<file path="config.mk">
export PLATFORM = sky130hd
export DESIGN_NAME = mmbd_cell
export DESIGN_NICKNAME = d
export VERILOG_FILES = /design/src/rtl/mmbd_pkg.sv /design/src/rtl/mmbd_cell.sv
export SDC_FILE = /design/constraint.sdc
export NUM_CORES = 2
export LEC_CHECK = 0
export ABC_AREA = 1
export BUFFER_PORTS_ARGS = -buffer_cell sky130_fd_sc_hd__buf_2
export CAP_MARGIN = 25
export CORE_AREA = 3 3 528 530
export CTS_BUF_LIST = sky130_fd_sc_hd__clkbuf_8
export DETAILED_ROUTE_END_ITERATION = 8
export DIE_AREA = 0 0 531 533
export GPL_TIMING_DRIVEN = 0
export REMOVE_ABC_BUFFERS = 1
export SKIP_LAST_GASP = 1
export SYNTH_ARGS = -nofsm -noshare
export SYNTH_HDL_FRONTEND = slang
export SYNTH_SLANG_ARGS = --single-unit
export TNS_END_PERCENT = 1
</file>
<file path="constraint.sdc">
create_clock -name aclk -period 4.44 [get_ports aclk]
set_input_delay 0.222 -clock aclk [delete_from_list [all_inputs] [get_ports aclk]]
set_output_delay 0.222 -clock aclk [all_outputs]
set_load 0.01 [all_outputs]
</file>
<file path="src/rtl/mmbd_pkg.sv">
// Shared constants and types of the mip chain box downsampler.
package mmbd_pkg;

    localparam int MAX_WIDTH  = 2048;
    localparam int MAX_LEVELS = 12;
    localparam int NUM_RES    = MAX_LEVELS - 1;
    localparam int ADDR_W     = $clog2(MAX_WIDTH / 2);
    localparam int CNT_W      = $clog2(MAX_WIDTH);
    localparam int SUM_W      = 36;

    localparam logic [1:0] REG_IMAGE_WIDTH  = 2'd0;
    localparam logic [1:0] REG_IMAGE_HEIGHT = 2'd1;
    localparam logic [1:0] REG_LEVEL_COUNT  = 2'd2;

    typedef struct packed {
        logic        valid;
        logic [9:0]  column;
        logic [9:0]  row;
        logic [31:0] pix;
    } res_t;

    typedef struct packed {
        logic                      pix_valid;
        logic [31:0]               pix;
        res_t [NUM_RES-1:0]        res;
    } bundle_t;

    typedef struct packed {
        logic              we;
        logic [ADDR_W-1:0] waddr;
        logic [SUM_W-1:0]  wdata;
        logic [ADDR_W-1:0] raddr;
    } ram_req_t;

endpackage

</file>
<file path="src/rtl/mmbd_cell.sv">
// One mip level: position counters, held left pixel and 2x2 averaging.
module mmbd_cell (
    input  logic                     aclk,
    input  logic                     aresetn,
    input  logic                     en,
    input  logic [3:0]               cell_level,
    input  logic [3:0]               levels,
    input  logic [11:0]              w0,
    input  logic [11:0]              h0,
    input  mmbd_pkg::bundle_t        in_bundle,
    output mmbd_pkg::bundle_t        out_bundle,
    output mmbd_pkg::ram_req_t       ram_req,
    input  logic [mmbd_pkg::SUM_W-1:0] rd_data
);

    logic [mmbd_pkg::CNT_W-1:0] x_reg, x_next, y_reg, y_next;
    logic [31:0]                held_reg, held_next;
    mmbd_pkg::bundle_t          out_reg, out_next;
    logic [11:0]                wk, hk, x_inc, y_inc;
    logic                       adv, deriving;
    logic [8:0]                 sum [4];
    logic [9:0]                 tot [4];
    logic [mmbd_pkg::SUM_W-1:0] wdata;
    logic [31:0]                avg;

    always_comb begin
        wk    = w0 >> cell_level;
        hk    = h0 >> cell_level;
        x_inc = {1'b0, x_reg} + 12'd1;
        y_inc = {1'b0, y_reg} + 12'd1;
        adv   = en && in_bundle.pix_valid;
        x_next = x_reg;
        y_next = y_reg;
        if (adv) begin
            if (x_inc >= wk) begin
                x_next = '0;
                y_next = (y_inc >= hk) ? '0 : y_inc[mmbd_pkg::CNT_W-1:0];
            end else begin
                x_next = x_inc[mmbd_pkg::CNT_W-1:0];
            end
        end
        deriving = in_bundle.pix_valid
            && (({1'b0, cell_level} + 5'd1) < {1'b0, levels})
            && ({1'b0, x_reg} < (wk & ~12'd1))
            && ({1'b0, y_reg} < (hk & ~12'd1));
        for (int i = 0; i < 4; i++) begin
            sum[i] = {1'b0, held_reg[8*i +: 8]} + {1'b0, in_bundle.pix[8*i +: 8]};
            tot[i] = {1'b0, rd_data[9*i +: 9]} + {1'b0, sum[i]};
            wdata[9*i +: 9] = sum[i];
            avg[8*i +: 8]   = tot[i][9:2];
        end
        held_next = held_reg;
        if (adv && deriving && !x_reg[0]) begin
            held_next = in_bundle.pix;
        end
        out_next = in_bundle;
        out_next.pix_valid = 1'b0;
        out_next.pix = avg;
        if (in_bundle.pix_valid && (cell_level != 4'd0)) begin
            out_next.res[cell_level - 4'd1] = '{valid: 1'b1, column: x_reg[9:0],
                                                row: y_reg[9:0], pix: in_bundle.pix};
        end
        if (deriving && x_reg[0] && y_reg[0]) begin
            out_next.pix_valid = 1'b1;
        end
        ram_req.we    = adv && deriving && x_reg[0] && !y_reg[0];
        ram_req.waddr = x_reg[mmbd_pkg::CNT_W-1:1];
        ram_req.wdata = wdata;
        ram_req.raddr = x_next[mmbd_pkg::CNT_W-1:1];
    end

    always_ff @(posedge aclk) begin
        if (!aresetn) begin
            x_reg   <= '0;
            y_reg   <= '0;
            out_reg <= '0;
        end else begin
            x_reg <= x_next;
            y_reg <= y_next;
            if (en) begin
                out_reg <= out_next;
            end
        end
        held_reg <= held_next;
    end

    assign out_bundle = out_reg;

endmodule

</file>
-- Yosys cells after proc, flatten, opt, wreduce, memory -nomap -nowiden
Cells that the tools add are included.
- output and inout bits: 673
- flip-flop bits (word level): 670
- input port bits: 687
- word-level logic and storage cells: 95
- $add $sub $neg: 12
- muxes and demuxes: 8
- reduce and logical (&&, ||, !) cells: 16
- $lt $le $gt $ge: 7
- shifts and indexed selects: 2
- operator list (kind ; count):
    $bwmux W583 ; 1
    $mux W583 ; 1
    $demux W53 S4 ; 1
    $mux W53 ; 1
    $add A9 B9 Y10 ; 4
    $add A8 B8 Y9 ; 4
    $mux W11 ; 3
    $add A11 B1 Y12 const B ; 2
    $ge A12 B12 Y1 ; 2
    $lt A11 B12 Y1 ; 2
    $shr A12 B4 Y12 ; 2
    $logic_and A1 B1 Y1 ; 12
    $add A4 B1 Y5 const B ; 1
    $lt A4 B5 Y1 const B ; 1
    $lt A5 B4 Y1 ; 1
    $ge A4 B1 Y1 const B ; 1
    $reduce_bool A4 Y1 ; 1
    $sub A4 B1 Y4 const B ; 1
    $logic_not A1 Y1 ; 2
    $reduce_and A2 Y1 ; 1
    $mux W1 ; 1

-- Depth between registers and ports, before layout
- depth after elaboration: 8
- mapped depth: 21
- gate-level depth less buffers: 21

-- Least setup slack after synthesis
Ideal clock, no wire load.
- kind: input to register
- start: input cell_level[0]
- end: register held_reg[0], enable pin
- buffers on the path: 3
- data arrival time: 3.702 ns
- stages on the path: 19
- required time: 4.019 ns
- setup slack: 0.317 ns
- library setup time: 0.421 ns
- cell sequence: buf_2 inv_1 clkbuf_1 clkbuf_1 nand2_1 nand3_1 o21ai_0 o22ai_1 inv_1 ha_1 nand2_1 a21oi_1 nor2_1 nor2_1 nor2_1 nand3_1 nor2_1 nand3_1 nor2_1
- cells in the longest elaborated chain, start to end: 7
- elaborated cells on any way between the ends: 11
- classes of those cells: add/sub (1); order compare (3); shift (2); reduce/logical (5)
- ends and longest elaborated chain (item ; RTL line ; source):
    start, declared ; mmbd_cell.sv:6 ; input logic [3:0] cell_level,
    branches (longest 4 deep; another with $lt A11 B12 Y1) ; n/a ;
    $logic_and A1 B1 Y1 (*) ; mmbd_cell.sv:45 ; && ({1'b0, y_reg} < (hk & ~12'd1));
    $logic_and A1 B1 Y1 (*) (2 in a row) ; mmbd_cell.sv:53 ; if (adv && deriving && !x_reg[0]) begin
    end signal, assigned ; mmbd_cell.sv:84 ; held_reg <= held_next;
    end, declared ; mmbd_cell.sv:17 ; logic [31:0] held_reg, held_next;
Mark *: on every way between the ends.
A chain may end at the register's enable or synchronous reset.

-- Worst setup path in the final report
- start: input cell_level[1]
- end: register out_reg (netlist bit out_bundle[161])
- cells in the longest elaborated chain, start to end: 7
- elaborated cells on any way between the ends: 10
- classes of those cells: add/sub (1); order compare (2); mux (4); reduce/logical (3)
- ends and longest elaborated chain (item ; RTL line ; source):
    $sub A4 B1 Y4 ; mmbd_cell.sv:60 ; out_next.res[cell_level - 4'd1] = '{valid: 1'b1, column: x_reg[9:0],
    $lt A4 B5 Y1 (not written as such) or $ge A4 B1 Y1 (tied branches) ; mmbd_cell.sv:60 ;
    $logic_and A1 B1 Y1 (not written as such) ; mmbd_cell.sv:60 ;
    $mux W53 (not written as such) ; mmbd_cell.sv:60 ;
    $demux W53 S4 ; mmbd_cell.sv:60 ;
    $bwmux W583 ; mmbd_cell.sv:60 ;
    $mux W583 (*) ; mmbd_cell.sv:59 ; if (in_bundle.pix_valid && (cell_level != 4'd0)) begin
    end signal, assigned ; mmbd_cell.sv:81 ; out_reg <= out_next;
    end, declared ; mmbd_cell.sv:18 ; mmbd_pkg::bundle_t out_reg, out_next;
Mark *: on every way between the ends. The rest lies on a longest branch, timed or not.

==> results by group <==
STA
  • Clock skew: 68.6 ps
  • Max Clk Rate: 224 MHz
  • Hold Fails Final Rpt: 0
  • Worst-margin pin slew: 1070 ps
  • RSZ-0062 raised after global routing: true
  • Slew HR: 28.7%
  • Part of the cycle the worst path needs: 100%
  • Final setup fails: 1
  • Min Clock Period, post-route: 4460 ps
  • Final setup margin: -17.7 ps
  • Slew Viols, Final: 0

Detailed routing
  • Met2 wire length: 117000 µm
  • Wirelength, routed: 274000 µm
  • Drt pass-1 iters: 5
  • Final ANT Viol Nets: 0
  • Avg WL per Cell: 26.7 µm
  • Drt drc: 0
  • Vias per std cell: 4.22
  • Max layer used: met5
  • Routed met3 length: 39400 µm
  • DR iter-0 viols: 3541
  • M1 wire length: 98600 µm
  • Via Count: 43200

Worst setup path
  • Critical path arrival: 5300 ps
  • Crit-path max FO: 29
  • Critical Path RT: 5280 ps
  • Crit path launch type: input port
  • Crit path kind: in2reg
  • Critical path capture point type: flop

Flow run
  • # Max-Cap Violations: 0

Finish
  • Max reg flops: 616
  • Layout cells sized above 1: 25.2%
  • Footprint of the multi-input gates: 15500 µm²
  • Filler cell count: 30300
  • Nets: 7291
  • Area delta synth->final: 68.7%
  • FF+latch area: 13700 µm²

Synthesis
  • Ranking of synthesized cells by area: dfxtp_1 38%, a21oi_1 12%, o211ai_1 9.6%
  • Post-Syn Area per Cell: 7.51 µm²
  • Number of enable flip-flop cells after synthesis: 32
  • Synth Register Bits: 670
  • Top cell type's share of synthesized area: 38.4%
  • Sequential fraction of the synthesis area: 41.3%
  • Netlist area before placement: 33200 µm²
  • Asr flop ratio synth: 0%
  • Syn. warnings: 0
  • Synth Instances: 4421
  • Prevailing post-synth register cell: dfxtp_1
  • Area leader, netlist: dfxtp_1
  • Yosys cell types: 45

Die
  • Initial Util: 12.1%
  • Die Width: 531 µm
  • Ports: 1360
  • Die Y-Extent: 533 µm
  • Die area: 283000 µm²
  • Core Area: 274000 µm²
  • Row cnt: 192

Run status
  • Violated checks: negative setup slack
  • Outcome: finished with violations

Placed design
  • Pre-CTS setup slack: -305 ps
  • Global placement routability congestion: 0.927
  • Hpwl dp: 207000 µm
  • Port bufs: 1359

Power
  • Worst vdd ir: 0.182 mV
  • LEAKAGE: 26.5 nW
  • PwrDens: 335 nW/µm²
  • Tot Pwr: 18.8 mW

Clocking
  • Total number of H-tree levels: 4
  • Worst-path clk slew: 60 ps
  • Clk Latency, worst-skew pair: 920 ps
  • Number of buffers created by CTS: 148
  • Clk buf depth: 4
  • Root Buffer: clkbuf_8
  • Clock Sinks: 670
  • CTS tree: done

GRT
  • GRT Total Usage: 18.3%
  • Largest net degree at the start of global routing: 129
  • Vias in the first global route: 41700
  • GRT Residual Overflow: 0
  • Initial antenna violation count: 81
  • First-pass GRT wire length: 356000 µm

Min path
  • Hold Crit Class: in2reg
through the flow:
stage	cell area, µm²	TNS [ps]	hold slack [ps]	utilization, %	cells
after floorplan	31600	-4279240	315	-	4045
after global routing	56000	-648	31.7	20.5	10200
final	56100	-17.7	118	20.5	10200
after global placement	42900	-	447	15.7	8993
after CTS	55900	0	0.946	20.4	10200
after detailed placement	43900	-12070	453	16.0	9028
power by group:
group | internal [mW] | switching [mW] | total, mW
logic | 1.80 | 2.74 | 4.54
clock network | 4.05 | 3.48 | 7.53
registers | 6.49 | 0.236 | 6.72
placed cells by master, fill, tap and decap left out, drive strengths merged, types with 30 or more instances in the layout:
master	synthesis	final
a21oi	810	810
buf	141	1407
clkbuf	235	174
dfxtp	638	638
diode	0	56
dlygate4sd3	0	883
edfxtp	32	32
ha	115	115
inv	636	679
nand2	405	405
nand3	83	83
nor2	124	124
o211ai	424	424
o21ai	644	644
xor2	30	30
critical path: stages:
cell and delay [ps]:
buf_2 390, clkinv_1 730, ha_1 520, xnor2_2 330
inv_2 110, nor2_8 260, nand2_4 390, buf_16 360
inv_4 490, buf_16 300, nand2_1 120, a21oi_1 220
dlygate4sd3_1 580
routing by layer:
metal,vias to the layer above,track usage (%)
met5,-,0
met1,20400,19.9
met2,2744,28.0
met3,738,9.86
li1,19400,-
met4,18,10.9
cells in the mapped netlist, drive strengths merged, types with 7 or more instances:
cell type and n:
o211ai 424, nand4 9, xor2 30, inv 636, nand2 405, a21o 16
nor2 124, edfxtp 32, buf 141, a21oi 810, ha 115, clkbuf 235
dfxtp 638, xnor2 19, nand3 83, o21ai 644, o22ai 9, nand3b 7
worst paths after layout:
kind,startpoint,cells past startpoint,to,slack (ps)
worst min register to register,out_bundle[265],2,out_bundle[265],460
worst max-delay path,cell_level[1],13,out_bundle[161],-20
worst max register to register,held_reg[16],19,out_bundle[605],330
worst min-delay path,levels[3],8,out_bundle[615],120
cell families (layout without fill, tap and decap cells):
kind of cell / Yosys count / after routing / synth area share [%]
compound gates: 1925 / 1925 / 32.5
xor+xnor: 49 / 49 / 1.31
fa+ha+maj: 119 / 119 / 4.57
buf+inv: 1014 / 3188 / 12.1
flops: 670 / 670 / 41.3
mux: 2 / 2 / 0.0603
other cells: 0 / 56 / 0
simple gates: 642 / 642 / 8.04
repair_timing:
item / in CTS / in global routing
endpoints found under the setup margin: 22 / 23
gates resized for setup: 11 / 5
hold endpoints to repair: 657 / 0
setup buffers: 12 / 0
hold buffers: 883 / 0
pin swaps: 1 / 0
layout make-up:
class	instances	area share, %
Antenna cell	56	0.250
Clock buffer	174	4.27
Clock inverter	86	1.13
Inverter	638	4.39
Multi-Input combinational cell	2737	27.7
Sequential cell	670	24.5
Tap cell	3589	8.01
Timing Repair Buffer	2290	29.7
Note: power is estimated with default switching activity, not from simulation.
